`src/hw/rtl/cia_pkg.sv`:
```
`default_nettype none

package cia_pkg;

    // Defaults and fixed limits.
    localparam int MAX_COMPONENTS_DEF = 8;
    localparam int MAX_BASIS = 32;
    localparam int MAX_DIMS = 6;

    // Component index wide enough for the largest component count.
    localparam int IDX_W = 7;

    // Configuration port.
    localparam int CFG_INDEX_W = 2;
    localparam int CFG_DATA_W = 6;
    localparam logic [CFG_INDEX_W-1:0] CFG_MODE           = 2'd0;
    localparam logic [CFG_INDEX_W-1:0] CFG_NUM_BASIS      = 2'd1;
    localparam logic [CFG_INDEX_W-1:0] CFG_NUM_COMPONENTS = 2'd2;

    localparam logic [1:0] MODE_RST           = 2'd0;
    localparam logic [5:0] NUM_BASIS_RST      = 6'd1;
    localparam logic [3:0] NUM_COMPONENTS_RST = 4'd1;

    // Item kinds.
    localparam logic [1:0] KIND_WIDTH = 2'd0;
    localparam logic [1:0] KIND_COEF  = 2'd1;
    localparam logic [1:0] KIND_READ  = 2'd2;
    localparam logic [1:0] KIND_CLEAR = 2'd3;

    // Modes.
    localparam logic [1:0] MODE_VALUE    = 2'd0;
    localparam logic [1:0] MODE_ABS      = 2'd1;
    localparam logic [1:0] MODE_SQUARE   = 2'd2;
    localparam logic [1:0] MODE_RESERVED = 2'd3;

    // Fixed-point constants.
    localparam logic [31:0] INV_SQRT2_Q32 = 32'd3037000500;
    localparam logic [47:0] VOL_ONE       = 48'h0001_0000_0000;
    localparam logic [63:0] VOL_MAX       = 64'h0000_FFFF_FFFF_FFFF;
    localparam logic [63:0] POS_MAX       = 64'h7FFF_FFFF_FFFF_FFFF;
    localparam logic [63:0] NEG_MIN       = 64'h8000_0000_0000_0000;

    // Shared multiplier geometry.
    localparam int MUL_A_W  = 64;
    localparam int MUL_B_W  = 48;
    localparam int CHUNK_W  = 16;
    localparam int N_CHUNKS = MUL_B_W / CHUNK_W;
    localparam int PP_W     = MUL_A_W + CHUNK_W;
    localparam int PROD_W   = MUL_A_W + MUL_B_W;
    localparam int SUM_W    = PROD_W + 1;
    localparam int ACC_W    = 64;

    // Multiplier passes.
    typedef enum logic [2:0] {
        OP_NORM = 3'd0,
        OP_VOL  = 3'd1,
        OP_SQ   = 3'd2,
        OP_AMT1 = 3'd3,
        OP_AMT2 = 3'd4
    } t_op;

    typedef struct packed {
        logic load_item;
        logic load_wshift;
        logic rd_acc;
        logic mul_start;
        logic mul_step;
        logic round;
        logic vol_set;
        logic acc_write;
        logic clear;
        logic out_load;
        t_op  op;
    } t_cmd;

    typedef struct packed {
        logic [1:0] kind;
        logic       width_ok;
        logic       use_norm;
        logic       dim_zero;
        logic       coef_ok;
        logic       mode_sq;
        logic       mul_last;
        logic       out_busy;
    } t_status;

endpackage

`default_nettype wire

```
`src/hw/rtl/cia_in_if.sv`:
```
`default_nettype none

interface cia_in_if;
    logic               valid;
    logic               ready;
    logic        [1:0]  kind;
    logic        [2:0]  dim_index;
    logic        [31:0] width;
    logic        [2:0]  component;
    logic        [4:0]  basis_index;
    logic signed [31:0] coefficient;

    modport source (
        output valid, kind, dim_index, width, component, basis_index, coefficient,
        input  ready
    );

    modport sink (
        input  valid, kind, dim_index, width, component, basis_index, coefficient,
        output ready
    );
endinterface

`default_nettype wire

```
`src/hw/rtl/cia_out_if.sv`:
```
`default_nettype none

interface cia_out_if;
    logic               valid;
    logic               ready;
    logic        [2:0]  read_component;
    logic signed [63:0] total;
    logic               saturated;

    modport source (
        output valid, read_component, total, saturated,
        input  ready
    );

    modport sink (
        input  valid, read_component, total, saturated,
        output ready
    );
endinterface

`default_nettype wire

```
`src/hw/rtl/cia_ram.sv`:
```
`default_nettype none

module cia_ram #(
    parameter  int WIDTH = 65,
    parameter  int DEPTH = 8,
    localparam int AW    = (DEPTH > 1) ? $clog2(DEPTH) : 1
) (
    input  logic             i_clk,
    input  logic             i_wr_en,
    input  logic [AW-1:0]    i_wr_addr,
    input  logic [WIDTH-1:0] i_wr_data,
    input  logic             i_rd_en,
    input  logic [AW-1:0]    i_rd_addr,
    output logic [WIDTH-1:0] o_rd_data
);

    logic [WIDTH-1:0] r_mem [DEPTH];
    logic [WIDTH-1:0] r_rd_data;

    always_ff @(posedge i_clk) begin
        if (i_wr_en) begin
            r_mem[i_wr_addr] <= i_wr_data;
        end
        if (i_rd_en) begin
            r_rd_data <= r_mem[i_rd_addr];
        end
    end

    assign o_rd_data = r_rd_data;

endmodule

`default_nettype wire

```
`src/hw/rtl/cia_ctrl.sv`:
```
`default_nettype none

module cia_ctrl import cia_pkg::*; (
    input  logic    i_clk,
    input  logic    i_rst_n,
    input  logic    i_in_valid,
    output logic    o_in_ready,
    input  t_status i_status,
    output t_cmd    o_cmd
);

    typedef enum logic [7:0] {
        S_IDLE   = 8'b0000_0001,
        S_DECODE = 8'b0000_0010,
        S_LOAD   = 8'b0000_0100,
        S_MUL    = 8'b0000_1000,
        S_RND    = 8'b0001_0000,
        S_VSET   = 8'b0010_0000,
        S_ACC    = 8'b0100_0000,
        S_OUT    = 8'b1000_0000
    } t_state;

    t_state r_state, n_state;
    t_op    r_op, n_op;

    always_comb begin
        n_state    = r_state;
        n_op       = r_op;
        o_cmd      = '0;
        o_cmd.op   = r_op;
        o_in_ready = 1'b0;
        unique case (r_state)
            S_IDLE: begin
                o_in_ready = 1'b1;
                if (i_in_valid) begin
                    o_cmd.load_item = 1'b1;
                    n_state = S_DECODE;
                end
            end
            S_DECODE: begin
                // The accumulator read is issued for every item; only reads and
                // coefficients look at the data.
                o_cmd.rd_acc      = 1'b1;
                o_cmd.load_wshift = 1'b1;
                unique case (i_status.kind)
                    KIND_WIDTH: begin
                        if (!i_status.width_ok) begin
                            n_state = S_IDLE;
                        end else if (i_status.use_norm) begin
                            n_op    = OP_NORM;
                            n_state = S_LOAD;
                        end else if (i_status.dim_zero) begin
                            n_state = S_VSET;
                        end else begin
                            n_op    = OP_VOL;
                            n_state = S_LOAD;
                        end
                    end
                    KIND_COEF: begin
                        if (!i_status.coef_ok) begin
                            n_state = S_IDLE;
                        end else if (i_status.mode_sq) begin
                            n_op    = OP_SQ;
                            n_state = S_LOAD;
                        end else begin
                            n_op    = OP_AMT1;
                            n_state = S_LOAD;
                        end
                    end
                    KIND_READ: begin
                        n_state = S_OUT;
                    end
                    KIND_CLEAR: begin
                        o_cmd.clear = 1'b1;
                        n_state = S_IDLE;
                    end
                endcase
            end
            S_LOAD: begin
                o_cmd.mul_start = 1'b1;
                n_state = S_MUL;
            end
            S_MUL: begin
                o_cmd.mul_step = 1'b1;
                if (i_status.mul_last) begin
                    n_state = S_RND;
                end
            end
            S_RND: begin
                o_cmd.round = 1'b1;
                unique case (r_op)
                    OP_NORM: begin
                        if (i_status.dim_zero) begin
                            n_state = S_VSET;
                        end else begin
                            n_op    = OP_VOL;
                            n_state = S_LOAD;
                        end
                    end
                    OP_VOL: n_state = S_VSET;
                    OP_SQ: begin
                        n_op    = OP_AMT2;
                        n_state = S_LOAD;
                    end
                    OP_AMT1, OP_AMT2: n_state = S_ACC;
                    default: n_state = S_IDLE;
                endcase
            end
            S_VSET: begin
                o_cmd.vol_set = 1'b1;
                n_state = S_IDLE;
            end
            S_ACC: begin
                o_cmd.acc_write = 1'b1;
                n_state = S_IDLE;
            end
            S_OUT: begin
                if (!i_status.out_busy) begin
                    o_cmd.out_load = 1'b1;
                    n_state = S_IDLE;
                end
            end
            default: begin
                n_state = S_IDLE;
            end
        endcase
    end

    always_ff @(posedge i_clk) begin
        if (!i_rst_n) begin
            r_state <= S_IDLE;
            r_op    <= OP_NORM;
        end else begin
            r_state <= n_state;
            r_op    <= n_op;
        end
    end

endmodule

`default_nettype wire

```
`src/hw/rtl/cia_datapath.sv`:
```
`default_nettype none

module cia_datapath import cia_pkg::*; #(
    parameter int MAX_COMPONENTS = MAX_COMPONENTS_DEF
) (
    input  logic                   i_clk,
    input  logic                   i_rst_n,
    input  logic                   i_cfg_wr_en,
    input  logic [CFG_INDEX_W-1:0] i_cfg_index,
    input  logic [CFG_DATA_W-1:0]  i_cfg_data,
    input  logic [1:0]             i_kind,
    input  logic [2:0]             i_dim_index,
    input  logic [31:0]            i_width,
    input  logic [2:0]             i_component,
    input  logic [4:0]             i_basis_index,
    input  logic signed [31:0]     i_coefficient,
    output logic                   o_out_valid,
    input  logic                   i_out_ready,
    output logic [2:0]             o_read_component,
    output logic signed [63:0]     o_total,
    output logic                   o_saturated,
    input  t_cmd                   i_cmd,
    output t_status                o_status
);

    localparam int AW = (MAX_COMPONENTS > 1) ? $clog2(MAX_COMPONENTS) : 1;
    localparam int RAM_W = ACC_W + 1;
    localparam logic [SUM_W-1:0] RND_16 = SUM_W'(1) << 15;
    localparam logic [SUM_W-1:0] RND_32 = SUM_W'(1) << 31;

    // Configuration.
    logic [1:0] r_mode;
    logic [5:0] r_num_basis;
    logic [3:0] r_num_comp;

    // Current item.
    logic [1:0]  r_kind;
    logic [2:0]  r_dim;
    logic [31:0] r_width;
    logic [2:0]  r_comp;
    logic [4:0]  r_basis;
    logic [31:0] r_coef;

    // Arithmetic state.
    logic [47:0]        r_vol;
    logic [63:0]        r_res;
    logic               r_sat;
    logic [MUL_A_W-1:0] r_mul_a;
    logic [MUL_B_W-1:0] r_mul_b;
    logic [1:0]         r_k;
    logic [PROD_W-1:0]  r_prod;

    logic [MAX_COMPONENTS-1:0] r_valid;

    logic               r_out_valid;
    logic [2:0]         r_out_comp;
    logic [ACC_W-1:0]   r_out_total;
    logic               r_out_sat;

    logic [IDX_W-1:0]   comp_wide;
    logic               comp_in_range;
    logic [AW-1:0]      addr;
    logic               normalize;
    logic [31:0]        mag;
    logic [47:0]        w_shift;
    logic [CHUNK_W-1:0] chunk;
    logic [PP_W-1:0]    pp;
    logic [PROD_W-1:0]  pp_shifted;
    logic [MUL_A_W-1:0] n_mul_a;
    logic [MUL_B_W-1:0] n_mul_b;
    logic [SUM_W-1:0]   sum_rnd;
    logic [SUM_W-1:0]   q;
    logic [63:0]        limit;
    logic               rnd_sat;
    logic [RAM_W-1:0]   ram_rd;
    logic               old_valid;
    logic [ACC_W-1:0]   old_acc;
    logic               old_mark;
    logic [ACC_W-1:0]   amt;
    logic [ACC_W-1:0]   acc_sum;
    logic               acc_ovf;
    logic [ACC_W-1:0]   acc_new;

    // Item decode.
    assign comp_wide     = IDX_W'(r_comp);
    assign comp_in_range = comp_wide < IDX_W'(MAX_COMPONENTS);
    assign addr          = comp_wide[AW-1:0];
    assign normalize     = r_num_basis > 6'd1;
    assign mag           = r_coef[31] ? (~r_coef + 32'd1) : r_coef;
    assign w_shift       = normalize ? {1'b0, r_width, 15'd0} : {r_width, 16'd0};

    assign o_status.kind     = r_kind;
    assign o_status.width_ok = {1'b0, r_dim} < 4'(MAX_DIMS);
    assign o_status.use_norm = normalize && (r_mode == MODE_VALUE || r_mode == MODE_ABS);
    assign o_status.dim_zero = r_dim == 3'd0;
    assign o_status.coef_ok  = ({1'b0, r_comp} < r_num_comp) && comp_in_range
                            && ({1'b0, r_basis} < r_num_basis)
                            && ({2'b0, r_basis} < 7'(MAX_BASIS))
                            && (r_mode != MODE_RESERVED)
                            && (r_mode == MODE_SQUARE || r_basis == 5'd0);
    assign o_status.mode_sq  = r_mode == MODE_SQUARE;
    assign o_status.mul_last = r_k == 2'(N_CHUNKS - 1);
    assign o_status.out_busy = r_out_valid && !i_out_ready;

    // Operand selection for the next multiplier pass.
    always_comb begin
        n_mul_a = '0;
        n_mul_b = '0;
        unique case (i_cmd.op)
            OP_NORM: begin
                n_mul_a = MUL_A_W'(r_width);
                n_mul_b = MUL_B_W'(INV_SQRT2_Q32);
            end
            OP_VOL: begin
                n_mul_a = MUL_A_W'(r_vol);
                n_mul_b = r_res[MUL_B_W-1:0];
            end
            OP_SQ: begin
                n_mul_a = MUL_A_W'(mag);
                n_mul_b = MUL_B_W'(mag);
            end
            OP_AMT1: begin
                n_mul_a = MUL_A_W'(mag);
                n_mul_b = r_vol;
            end
            OP_AMT2: begin
                n_mul_a = r_res;
                n_mul_b = r_vol;
            end
            default: begin
                n_mul_a = '0;
                n_mul_b = '0;
            end
        endcase
    end

    // One 16-bit slice of the second operand per step, lowest slice first.
    always_comb begin
        chunk      = '0;
        pp_shifted = '0;
        unique case (r_k)
            2'd0:    chunk = r_mul_b[15:0];
            2'd1:    chunk = r_mul_b[31:16];
            2'd2:    chunk = r_mul_b[47:32];
            default: chunk = '0;
        endcase
        pp = PP_W'(r_mul_a) * PP_W'(chunk);
        unique case (r_k)
            2'd0:    pp_shifted = {32'd0, pp};
            2'd1:    pp_shifted = {16'd0, pp, 16'd0};
            2'd2:    pp_shifted = {pp, 32'd0};
            default: pp_shifted = '0;
        endcase
    end

    // Round half up, drop the fraction (the square pass keeps the whole product) and clamp to the pass's limit.
    always_comb begin
        sum_rnd = '0;
        q       = '0;
        limit   = POS_MAX;
        unique case (i_cmd.op)
            OP_NORM: begin
                sum_rnd = {1'b0, r_prod} + RND_16;
                q       = sum_rnd >> 16;
                limit   = VOL_MAX;
            end
            OP_VOL: begin
                sum_rnd = {1'b0, r_prod} + RND_32;
                q       = sum_rnd >> 32;
                limit   = VOL_MAX;
            end
            OP_SQ: begin
                sum_rnd = {1'b0, r_prod};
                q       = sum_rnd;
            end
            OP_AMT1: begin
                sum_rnd = {1'b0, r_prod} + RND_16;
                q       = sum_rnd >> 16;
            end
            OP_AMT2: begin
                sum_rnd = {1'b0, r_prod} + RND_32;
                q       = sum_rnd >> 32;
            end
            default: begin
                sum_rnd = '0;
                q       = '0;
            end
        endcase
        rnd_sat = q > SUM_W'(limit);
    end

    // Accumulator update; an entry not written since the last clear reads as zero.
    assign old_valid = comp_in_range && r_valid[addr];
    assign old_acc   = old_valid ? ram_rd[ACC_W-1:0] : '0;
    assign old_mark  = old_valid && ram_rd[ACC_W];
    assign amt       = (r_mode == MODE_VALUE && r_coef[31]) ? (~r_res + 64'd1) : r_res;
    assign acc_sum   = old_acc + amt;
    assign acc_ovf   = (old_acc[63] == amt[63]) && (acc_sum[63] != old_acc[63]);
    assign acc_new   = acc_ovf ? (old_acc[63] ? NEG_MIN : POS_MAX) : acc_sum;

    cia_ram #(
        .WIDTH (RAM_W),
        .DEPTH (MAX_COMPONENTS)
    ) u_acc_ram (
        .i_clk     (i_clk),
        .i_wr_en   (i_cmd.acc_write),
        .i_wr_addr (addr),
        .i_wr_data ({old_mark | r_sat | acc_ovf, acc_new}),
        .i_rd_en   (i_cmd.rd_acc),
        .i_rd_addr (addr),
        .o_rd_data (ram_rd)
    );

    always_ff @(posedge i_clk) begin
        if (!i_rst_n) begin
            r_mode      <= MODE_RST;
            r_num_basis <= NUM_BASIS_RST;
            r_num_comp  <= NUM_COMPONENTS_RST;
            r_vol       <= VOL_ONE;
            r_valid     <= '0;
            r_k         <= '0;
            r_out_valid <= 1'b0;
        end else begin
            if (i_cfg_wr_en) begin
                unique case (i_cfg_index)
                    CFG_MODE:           r_mode      <= i_cfg_data[1:0];
                    CFG_NUM_BASIS:      r_num_basis <= i_cfg_data[5:0];
                    CFG_NUM_COMPONENTS: r_num_comp  <= i_cfg_data[3:0];
                    default: ;
                endcase
            end
            if (i_cmd.vol_set) begin
                r_vol <= r_res[47:0];
            end
            if (i_cmd.clear) begin
                r_valid <= '0;
            end else if (i_cmd.acc_write) begin
                r_valid[addr] <= 1'b1;
            end
            if (i_cmd.mul_start) begin
                r_k <= '0;
            end else if (i_cmd.mul_step) begin
                r_k <= r_k + 2'd1;
            end
            if (i_cmd.out_load) begin
                r_out_valid <= 1'b1;
            end else if (i_out_ready) begin
                r_out_valid <= 1'b0;
            end
        end
    end

    always_ff @(posedge i_clk) begin
        if (i_cmd.load_item) begin
            r_kind  <= i_kind;
            r_dim   <= i_dim_index;
            r_width <= i_width;
            r_comp  <= i_component;
            r_basis <= i_basis_index;
            r_coef  <= i_coefficient;
        end
        if (i_cmd.load_wshift) begin
            r_res <= 64'(w_shift);
            r_sat <= 1'b0;
        end else if (i_cmd.round) begin
            r_res <= rnd_sat ? limit : q[63:0];
            r_sat <= rnd_sat;
        end
        if (i_cmd.mul_start) begin
            r_mul_a <= n_mul_a;
            r_mul_b <= n_mul_b;
            r_prod  <= '0;
        end else if (i_cmd.mul_step) begin
            r_prod <= r_prod + pp_shifted;
        end
        if (i_cmd.out_load) begin
            r_out_comp  <= r_comp;
            r_out_total <= old_acc;
            r_out_sat   <= old_mark;
        end
    end

    assign o_out_valid      = r_out_valid;
    assign o_read_component = r_out_comp;
    assign o_total          = r_out_total;
    assign o_saturated      = r_out_sat;

endmodule

`default_nettype wire

```
`src/hw/rtl/cell_integral_accumulator.sv`:
```
`default_nettype none

// Cell integral accumulator. Width beats build a Q16.32 cell volume (dimension 0 restarts it),
// coefficient beats add value, magnitude or square times the volume into a saturating Q32.32
// accumulator per component, read beats return one accumulator with its saturation mark, and
// clear beats zero every accumulator while keeping the volume. Items are handled one at a time:
// a clear is decoded and done; a read also waits, if need be, for the result register to drain; a
// width that needs no multiply goes straight to the volume update; a single product (a coefficient
// in value or absolute mode, or a width needing one multiply) loads, steps and rounds the
// multiplier, then stores the result; a normalised width for a higher dimension or a coefficient in
// square mode runs two such products. One shared 64 by 16 bit multiplier takes three steps per
// product, followed by a rounding step, with the accumulator held in a small RAM that is read and
// then written back. A result waiting in the output register does not stop the block taking
// further width, coefficient or clear items, but a further read waits until that register has drained.
module cell_integral_accumulator import cia_pkg::*; #(
    parameter int MAX_COMPONENTS = MAX_COMPONENTS_DEF
) (
    input  logic                   i_clk,
    input  logic                   i_rst_n,
    cia_in_if.sink                 i_item,
    cia_out_if.source              o_result,
    input  logic                   i_cfg_wr_en,
    input  logic [CFG_INDEX_W-1:0] i_cfg_index,
    input  logic [CFG_DATA_W-1:0]  i_cfg_data
);

    t_cmd    cmd;
    t_status status;
    logic    in_ready;

    assign i_item.ready = in_ready;

    cia_ctrl u_ctrl (
        .i_clk      (i_clk),
        .i_rst_n    (i_rst_n),
        .i_in_valid (i_item.valid),
        .o_in_ready (in_ready),
        .i_status   (status),
        .o_cmd      (cmd)
    );

    cia_datapath #(
        .MAX_COMPONENTS (MAX_COMPONENTS)
    ) u_datapath (
        .i_clk            (i_clk),
        .i_rst_n          (i_rst_n),
        .i_cfg_wr_en      (i_cfg_wr_en),
        .i_cfg_index      (i_cfg_index),
        .i_cfg_data       (i_cfg_data),
        .i_kind           (i_item.kind),
        .i_dim_index      (i_item.dim_index),
        .i_width          (i_item.width),
        .i_component      (i_item.component),
        .i_basis_index    (i_item.basis_index),
        .i_coefficient    (i_item.coefficient),
        .o_out_valid      (o_result.valid),
        .i_out_ready      (o_result.ready),
        .o_read_component (o_result.read_component),
        .o_total          (o_result.total),
        .o_saturated      (o_result.saturated),
        .i_cmd            (cmd),
        .o_status         (status)
    );

    // An accepted item always keeps the block busy in the following cycle.
    a_busy_after_accept: assert property (@(posedge i_clk) disable iff (!i_rst_n)
        (i_item.valid && i_item.ready) |=> !i_item.ready)
        else $error("input accepted on two consecutive cycles");

    // A result only appears after the controller has loaded a read.
    a_result_from_read: assert property (@(posedge i_clk) disable iff (!i_rst_n)
        $rose(o_result.valid) |-> $past(cmd.out_load))
        else $error("result valid without a read being loaded");

    // Only a coefficient that passed every range check reaches its accumulator.
    a_acc_write_legal: assert property (@(posedge i_clk) disable iff (!i_rst_n)
        cmd.acc_write |-> (status.coef_ok && status.kind == KIND_COEF))
        else $error("accumulator written for an ignored item");

    // The multiplier never runs while the block is waiting for a new item.
    a_no_mul_when_idle: assert property (@(posedge i_clk) disable iff (!i_rst_n)
        i_item.ready |-> !(cmd.mul_step || cmd.mul_start))
        else $error("multiplier active while ready for input");

endmodule

`default_nettype wire

```
`src/flat_wrapper.sv`:
```
// flat-port wrapper written by rule: the top's interface ports become plain ports
module cell_integral_accumulator_flat import cia_pkg::*;
#(
    parameter int MAX_COMPONENTS = MAX_COMPONENTS_DEF
)
  (i_clk, i_rst_n, i_cfg_wr_en, i_cfg_index, i_cfg_data, i_item_valid, i_item_kind, i_item_dim_index, i_item_width, i_item_component, i_item_basis_index, i_item_coefficient, i_item_ready, o_result_valid, o_result_read_component, o_result_total, o_result_saturated, o_result_ready);
  cia_in_if i_item_i ();
  cia_out_if o_result_i ();
  input  logic i_clk;
  input  logic i_rst_n;
  input  logic i_cfg_wr_en;
  input  logic [CFG_INDEX_W-1:0] i_cfg_index;
  input  logic [CFG_DATA_W-1:0] i_cfg_data;
  input wire logic [$bits(i_item_i.valid)-1:0] i_item_valid;
  input wire logic [$bits(i_item_i.kind)-1:0] i_item_kind;
  input wire logic [$bits(i_item_i.dim_index)-1:0] i_item_dim_index;
  input wire logic [$bits(i_item_i.width)-1:0] i_item_width;
  input wire logic [$bits(i_item_i.component)-1:0] i_item_component;
  input wire logic [$bits(i_item_i.basis_index)-1:0] i_item_basis_index;
  input wire logic [$bits(i_item_i.coefficient)-1:0] i_item_coefficient;
  output wire logic [$bits(i_item_i.ready)-1:0] i_item_ready;
  output wire logic [$bits(o_result_i.valid)-1:0] o_result_valid;
  output wire logic [$bits(o_result_i.read_component)-1:0] o_result_read_component;
  output wire logic [$bits(o_result_i.total)-1:0] o_result_total;
  output wire logic [$bits(o_result_i.saturated)-1:0] o_result_saturated;
  input wire logic [$bits(o_result_i.ready)-1:0] o_result_ready;
  assign i_item_i.valid = i_item_valid;
  assign i_item_i.kind = i_item_kind;
  assign i_item_i.dim_index = i_item_dim_index;
  assign i_item_i.width = i_item_width;
  assign i_item_i.component = i_item_component;
  assign i_item_i.basis_index = i_item_basis_index;
  assign i_item_i.coefficient = i_item_coefficient;
  assign i_item_ready = i_item_i.ready;
  assign o_result_valid = o_result_i.valid;
  assign o_result_read_component = o_result_i.read_component;
  assign o_result_total = o_result_i.total;
  assign o_result_saturated = o_result_i.saturated;
  assign o_result_i.ready = o_result_ready;
  cell_integral_accumulator #(.MAX_COMPONENTS(MAX_COMPONENTS)) u_core (.i_clk(i_clk), .i_rst_n(i_rst_n), .i_item(i_item_i), .o_result(o_result_i), .i_cfg_wr_en(i_cfg_wr_en), .i_cfg_index(i_cfg_index), .i_cfg_data(i_cfg_data));
endmodule
```
`config.mk`:
```
export PLATFORM = sky130hd
export DESIGN_NAME = cell_integral_accumulator_flat
export DESIGN_NICKNAME = d
export VERILOG_FILES = /design/src/hw/rtl/cia_pkg.sv /design/src/hw/rtl/cia_in_if.sv /design/src/hw/rtl/cia_out_if.sv /design/src/hw/rtl/cia_ram.sv /design/src/hw/rtl/cia_ctrl.sv /design/src/hw/rtl/cia_datapath.sv /design/src/hw/rtl/cell_integral_accumulator.sv /design/src/flat_wrapper.sv
export SDC_FILE = /design/constraint.sdc
export NUM_CORES = 2
export LEC_CHECK = 0
export BUFFER_PORTS_ARGS = -buffer_cell sky130_fd_sc_hd__buf_2
export CORE_MARGIN = 4
export CORE_UTILIZATION = 45
export DETAILED_ROUTE_END_ITERATION = 6
export MAX_ROUTING_LAYER = met4
export PLACE_DENSITY = 0.57
export SETUP_SLACK_MARGIN = 0.1
export SLEW_MARGIN = 20
export SYNTH_ARGS = -nofsm -noshare
export SYNTH_HDL_FRONTEND = slang
export SYNTH_SLANG_ARGS = --single-unit
```
`constraint.sdc`:
```
create_clock -name i_clk -period 13.84 [get_ports i_clk]
set_input_delay 2.076 -clock i_clk [delete_from_list [all_inputs] [get_ports i_clk]]
set_output_delay 2.076 -clock i_clk [all_outputs]
set_load 0.01 [all_outputs]
```
# Word level (Yosys, flattened, before mapping)
# Memories as Yosys holds them, arrays and structs flattened. A register that Yosys moved wholly into a read port is not among the register bits.
# Cells that the tools add are included.
# word_totals
ff_bits,516
ramBits,520
input_bits,90
out_inout_bits,70
elab_cells,168
mem_count,1
# mem_list
name,words,word_bits,read_ports,rd_ports_with_merged_regs,wr,line_no,rtl
u_core.u_datapath.u_acc_ram.r_mem,8,65,1,1,1,cia_ram.sv:17,logic [WIDTH-1:0] r_mem [DEPTH];
# op_classes
addsub,7
multipliers,1
n_lt_le_gt_ge,8
n_eq_ne,31
muxes,54
bitwise,6
n_reduce_logical,36
# ops
operator,n
112-bit case mux with 3 select lines,2
64-bit two-way mux,5
64-bit case mux with 4 select lines,1
48-bit case mux with 4 select lines,1
48-bit two-way mux,3
"112-bit by 16-bit adder with 113-bit output, second input constant",1
"112-bit by 32-bit adder with 113-bit output, second input constant",1
113-bit by 64-bit > comparator with 1-bit output,1
112-bit adder,1
64-bit by 16-bit multiplier with 80-bit output,1
"64-bit by 1-bit adder with 64-bit output, second input constant",1
64-bit adder,1
64-bit NOT,1
63-bit two-way mux,1
16-bit case mux with 3 select lines,1
8-bit case mux with 6 select lines,1
"32-bit by 1-bit adder with 32-bit output, second input constant",1
32-bit two-way mux,1
32-bit NOT,1
8-bit case mux with 4 select lines,1
7-bit case mux with 4 select lines,1
8-bit two-way mux,3
1-bit two-way mux,19
6-bit two-way mux,3
other kinds (45),90

# Logic depth before layout (Yosys ltp)
# logic_depth
ltp_word,8
ltp_mapped,47
mapped_depth_nobuf,43

# Modules after synthesis
# From an unflattened synthesis, not the netlist that was laid out.
# unflattened
cells_unflattened,9554
hier_area_um2,94529.4
# by_module_without_submodules
mod,n_inst,cells_each,area_each_um2,seq_area_each_um2
cia_datapath,1,8631,72308.1,13162.6
cia_ram,1,829,21508.1,17566.8
cia_ctrl,1,94,713.2,220.2

# Worst setup path before layout
# No wires, ideal clock.
# synth_timing
path_kind,register to register
start,register u_core.u_datapath.r_k[0]
end,register u_core.u_datapath.r_prod[108]
setup_time_ns,0.129
arrival_ns,11.124
required_time_ns,13.711
path_slack_ns,2.588
path_stages_with_launch,44
n_path_buf,5
period_less_slack_ns,11.252
path_cell_list,dfxtp_1 inv_1 ha_1 clkbuf_1 clkbuf_1 a222oi_1 nor2_1 clkbuf_1 nand2_1 fa_1 inv_1 fa_1 fa_1 fa_1 fa_1 inv_1 fa_1 inv_1 (+8 left out) o31ai_1 a21oi_1 o21ai_0 mux2i_1 o21ai_0 ha_1 clkbuf_1 nand4_1 or2_2 or4_1 o221a_2 o31ai_1 a21oi_1 o21ai_0 a211oi_1 o41ai_1 xnor2_1 o21ai_0
# synth_between
elab_chain_cells,5
elab_cells_between_ends,7
cone_classes,add/sub (1); mul (1); eq/ne (2); mux (2); reduce/logical (1)
# synth_lines
element,line_no,rtl
"start, declared",cia_datapath.sv:50,logic [1:0] r_k;
"start signal, assigned",cia_datapath.sv:243,r_k <= r_k + 2'd1;
"2-bit equality test, or another cell as far along","cia_datapath.sv:141, cia_datapath.sv:148",
16-bit case mux with 3 select lines,cia_datapath.sv:141,unique case (r_k)
64-bit by 16-bit multiplier with 80-bit output,cia_datapath.sv:147,pp = PP_W'(r_mul_a) * PP_W'(chunk);
112-bit case mux with 3 select lines (*),cia_datapath.sv:148,unique case (r_k)
112-bit adder (*),cia_datapath.sv:274,r_prod <= r_prod + pp_shifted;
"end signal, assigned",cia_datapath.sv:274,
"end, declared",cia_datapath.sv:51,logic [PROD_W-1:0] r_prod;
# Mark *: on every way between the ends. The rest lies on a longest branch, timed or not.
# A chain may end at the register's enable or synchronous reset.

# Final worst setup path
# Ends and elaborated chain as after synthesis.

==> flow_summary.json <==
{
  "outcome": "complete, but fails checks",
  "violations": "design-rule violations",
  "synthCells": 9675,
  "cp-end-kind": "register",
  "worst-r2r-cell-count": 45,
  "grt_pass1_wl_um": 520000,
  "tightest_slew_ps": 1190,
  "numCtsBuffers": 115,
  "crit_arrival_ps": 13820,
  "cts_root_buf": "clkbuf_16",
  "path_max_fanout": 13,
  "hp-start": "u_core.u_datapath.r_valid[6]",
  "multi_input_area_um2": 55500,
  "pin_count": 160,
  "min_to": "u_core.u_datapath.r_valid[6]",
  "min_path_type": "register to register",
  "drtAntennaViolNets": 0,
  "core_area_um2": 205000,
  "die-height_um": 461,
  "crit_required_ps": 14450,
  "mostFrequentLayoutCells": "nand2_1, inv_1, edfxtp_1",
  "syn_area_per_cell_um2": 9.56,
  "overflow": 0,
  "hold_slack_ps": 475,
  "cts_max_path_buffers": 3,
  "cts_resized": 0,
  "setup_tns_ps": 0,
  "slowest_delay_ps": 1050,
  "vias": 75640,
  "grt_util_met2_pct": 53.2,
  "worst_slack_ps": 640,
  "rsz0062_at_grt": "no",
  "period_share_pct": 95.4,
  "clk_latency_ps": 770,
  "portBuffers": 159,
  "crit_type": "register to register",
  "synth_edf_count": 890,
  "synth-seq-cells": 1101,
  "area_growth_syn_to_layout_pct": 9.11,
  "grt_pass1_vias": 75816,
  "drive_above_1_share_pct": 7.81,
  "cts_tree": "done",
  "period_minus_slack_ps": 13200,
  "antenna_found_initial": 27,
  "fin_skew_ps": 80.4,
  "layout_commonest_cell": "nand2_1",
  "yosys.area_share.simple_pct": 16.4,
  "cp_slowest_cell": "a222oi_1",
  "grtUsageMet1_pct": 44.0,
  "wire_per_inst_um": 28.3,
  "place_ws_ps": 1130,
  "cp.buffers_inverters": 9,
  "synth_cell_type_count": 99,
  "hold-path-cell-count": 2,
  "synth_compound_area_share_pct": 14.4,
  "yosysWarnings": 0,
  "route.detailed.drc": 26,
  "die_x_um": 461,
  "synth_top_family_by_area": "adder cells",
  "wirelength_um": 352000,
  "drt_iter0_drc": 8219,
  "synth_xor_area_share_pct": 4.13,
  "synth_seq_area_share_pct": 33.5,
  "r2r_setup_slack_ps": 640,
  "timing.fmax_mhz": 75.8,
  "relSlewSlack_pct": 19.9,
  "initial_core_util_pct": 45.2,
  "path_delay_family": "compound AO/OA/AOI/OAI gates",
  "first_pass_iters": 7,
  "cts_htree_levels": 3,
  "vias_per_cell": 6.08,
  "final_max_slew_viol_count": 0,
  "cts_hold_buffers": 0,
  "worst_setup_path_start_kind": "register",
  "cap_violations": 0,
  "postCtsSetupBuffers": 0,
  "hold_violations": 0,
  "cpMostUsedCell": "fa_1",
  "gp_congestion": 1.05,
  "clk_pin_slew_ps": 70,
  "grt_usage_pct": 33.9,
  "grt.met3_usage_pct": 5.08,
  "synthMuxAreaShare_pct": 1.09,
  "yosys.area_share.adder_pct": 23.6,
  "nets": 10947,
  "ys_async_sr_fraction_pct": 0,
  "clkSinkCount": 1101,
  "ff_latch_area_um2": 31000,
  "hpwl_um": 268000,
  "synth_fp_nets": 10988,
  "n_fill_cell": 18932,
  "row_count": 166,
  "setup_viol": 0,
  "timing.rr.start": "u_core.u_datapath.r_k[0]",
  "top_usage_layer": "met2",
  "grt_max_degree": 120,
  "die_area_um2": 213000,
  "ys.flop_type": "edfxtp_1",
  "rr_endpoint": "u_core.u_datapath.r_prod[108]",
  "synth_area_um2": 92500
}
layout make-up:
type | instances | share of cell area, %
Timing Repair Buffer | 454 | 3.04
Sequential cell | 1101 | 30.7
Inverter | 1044 | 3.89
Clock buffer | 143 | 3.00
Tap cell | 2688 | 3.33
Antenna cell | 18 | 0.0446
Clock inverter | 77 | 0.988
Multi-Input combinational cell | 6918 | 55.0
worst reg2reg max path: cells and delay by family (launching register included):
family	cells	cell delay, ps
AO/OA/AOI/OAI	19	4910
adder cells (fa/ha/maj)	9	4020
AND/OR/NAND/NOR	6	1390
buffers and inverters	9	1310
XOR/XNOR	2	1030
flip-flops	1	400
per-stage QoR:
stage,utilization [%],std cells,instance area (µm²)
finish,49.3,12443,101000
CTS,49.3,12425,101000
detailed placement,47.3,12205,96800
global placement,47.3,12204,96800
floorplan,-,9675,92500
global route,49.3,12437,101000
flip-flops by register name (all words and copies together), names as in the netlist, 2 cells and up:
name,flops
u_core.u_datapath.u_acc_ram.r_mem,520
u_core.u_datapath.r_prod,112
u_core.u_datapath.u_acc_ram.o_rd_data,65
u_core.u_datapath.o_total,64
u_core.u_datapath.r_mul_a,64
u_core.u_datapath.r_res,64
u_core.u_datapath.r_mul_b,48
u_core.u_datapath.r_vol,48
u_core.u_datapath.r_coef,32
u_core.u_datapath.r_width,32
u_core.u_ctrl.r_state,8
u_core.u_datapath.r_valid,8
u_core.u_datapath.r_num_basis,6
u_core.u_datapath.r_basis,5
u_core.u_datapath.r_num_comp,4
u_core.u_ctrl.r_op,3
u_core.u_datapath.addr,3
u_core.u_datapath.o_read_component,3
u_core.u_datapath.r_dim,3
u_core.u_datapath.r_k,2
u_core.u_datapath.r_kind,2
u_core.u_datapath.r_mode,2
how the worst max path moves through the flow:
stage / cells past startpoint / from / slack, ps / endpoint
2_1_floorplan: 43 / u_core.u_datapath.r_k[0] / 2590 / u_core.u_datapath.r_prod[108]
3_3_place_gp: 46 / u_core.u_datapath.r_k[0] / 1150 / u_core.u_datapath.r_prod[108]
3_5_place_dp: 47 / u_core.u_datapath.r_k[0] / 1130 / u_core.u_datapath.r_prod[108]
4_1_cts: 47 / u_core.u_datapath.r_k[0] / 1020 / u_core.u_datapath.r_prod[108]
5_1_grt: 45 / u_core.u_datapath.r_k[0] / 340 / u_core.u_datapath.r_prod[108]
6_report: 45 / u_core.u_datapath.r_k[0] / 640 / u_core.u_datapath.r_prod[108]
synthesized netlist by cell type (16+ instances only):
cell	count	area, µm²
a211oi_1	42	315
xnor2_1	260	2280
a21boi_0	64	480
clkbuf_1	528	1980
o21bai_1	64	480
nand2b_1	54	338
nor2b_1	115	719
o21a_1	42	315
a222oi_1	28	280
nor2_1	405	1520
nand3_1	133	666
nor4_1	74	463
dfxtp_1	211	4220
o41ai_1	16	140
o22ai_1	63	394
o221ai_1	39	342
ha_1	355	4440
xor2_1	176	1540
nor3_1	127	636
or4_1	42	315
nor3b_1	19	143
fa_1	868	17400
inv_1	1043	3920
nand2_1	1353	5080
and3_1	91	569
nand4_1	194	1210
buf_1	35	131
o31ai_1	39	293
o211ai_1	34	255
or2_2	19	119
a21o_1	148	1110
o21ai_0	361	1810
and4_1	29	254
edfxtp_1	890	26700
a31oi_1	57	357
a22o_1	26	228
a21oi_1	526	2630
buf_2	40	200
mux2i_1	98	981
and2_1	389	2430
a22oi_1	320	2400
or3_1	30	188
routing by layer:
layer	part of all wire (%)	routed length, µm	vias up
li1	-	-	33226
met1	41	145000	38297
met2	47	164000	3419
met3	7.4	25900	698
met4	4.9	17400	0
met5	0	0	-
cells by family (layout without fill, tap and decap cells):
family / after synthesis / after routing
DFF: 1101 / 1101
adders and majority gates: 1224 / 1224
xor gates and xnor gates: 436 / 436
muxes: 100 / 100
buffers and inverters: 1656 / 1718
other: 0 / 18
AOI/OAI and AO/OA: 2032 / 2032
and+or+nand+nor: 3126 / 3126
Power is left out: the tool's default activity adds up to more than one toggle a clock period on the data nets, which glitch-free logic cannot reach.
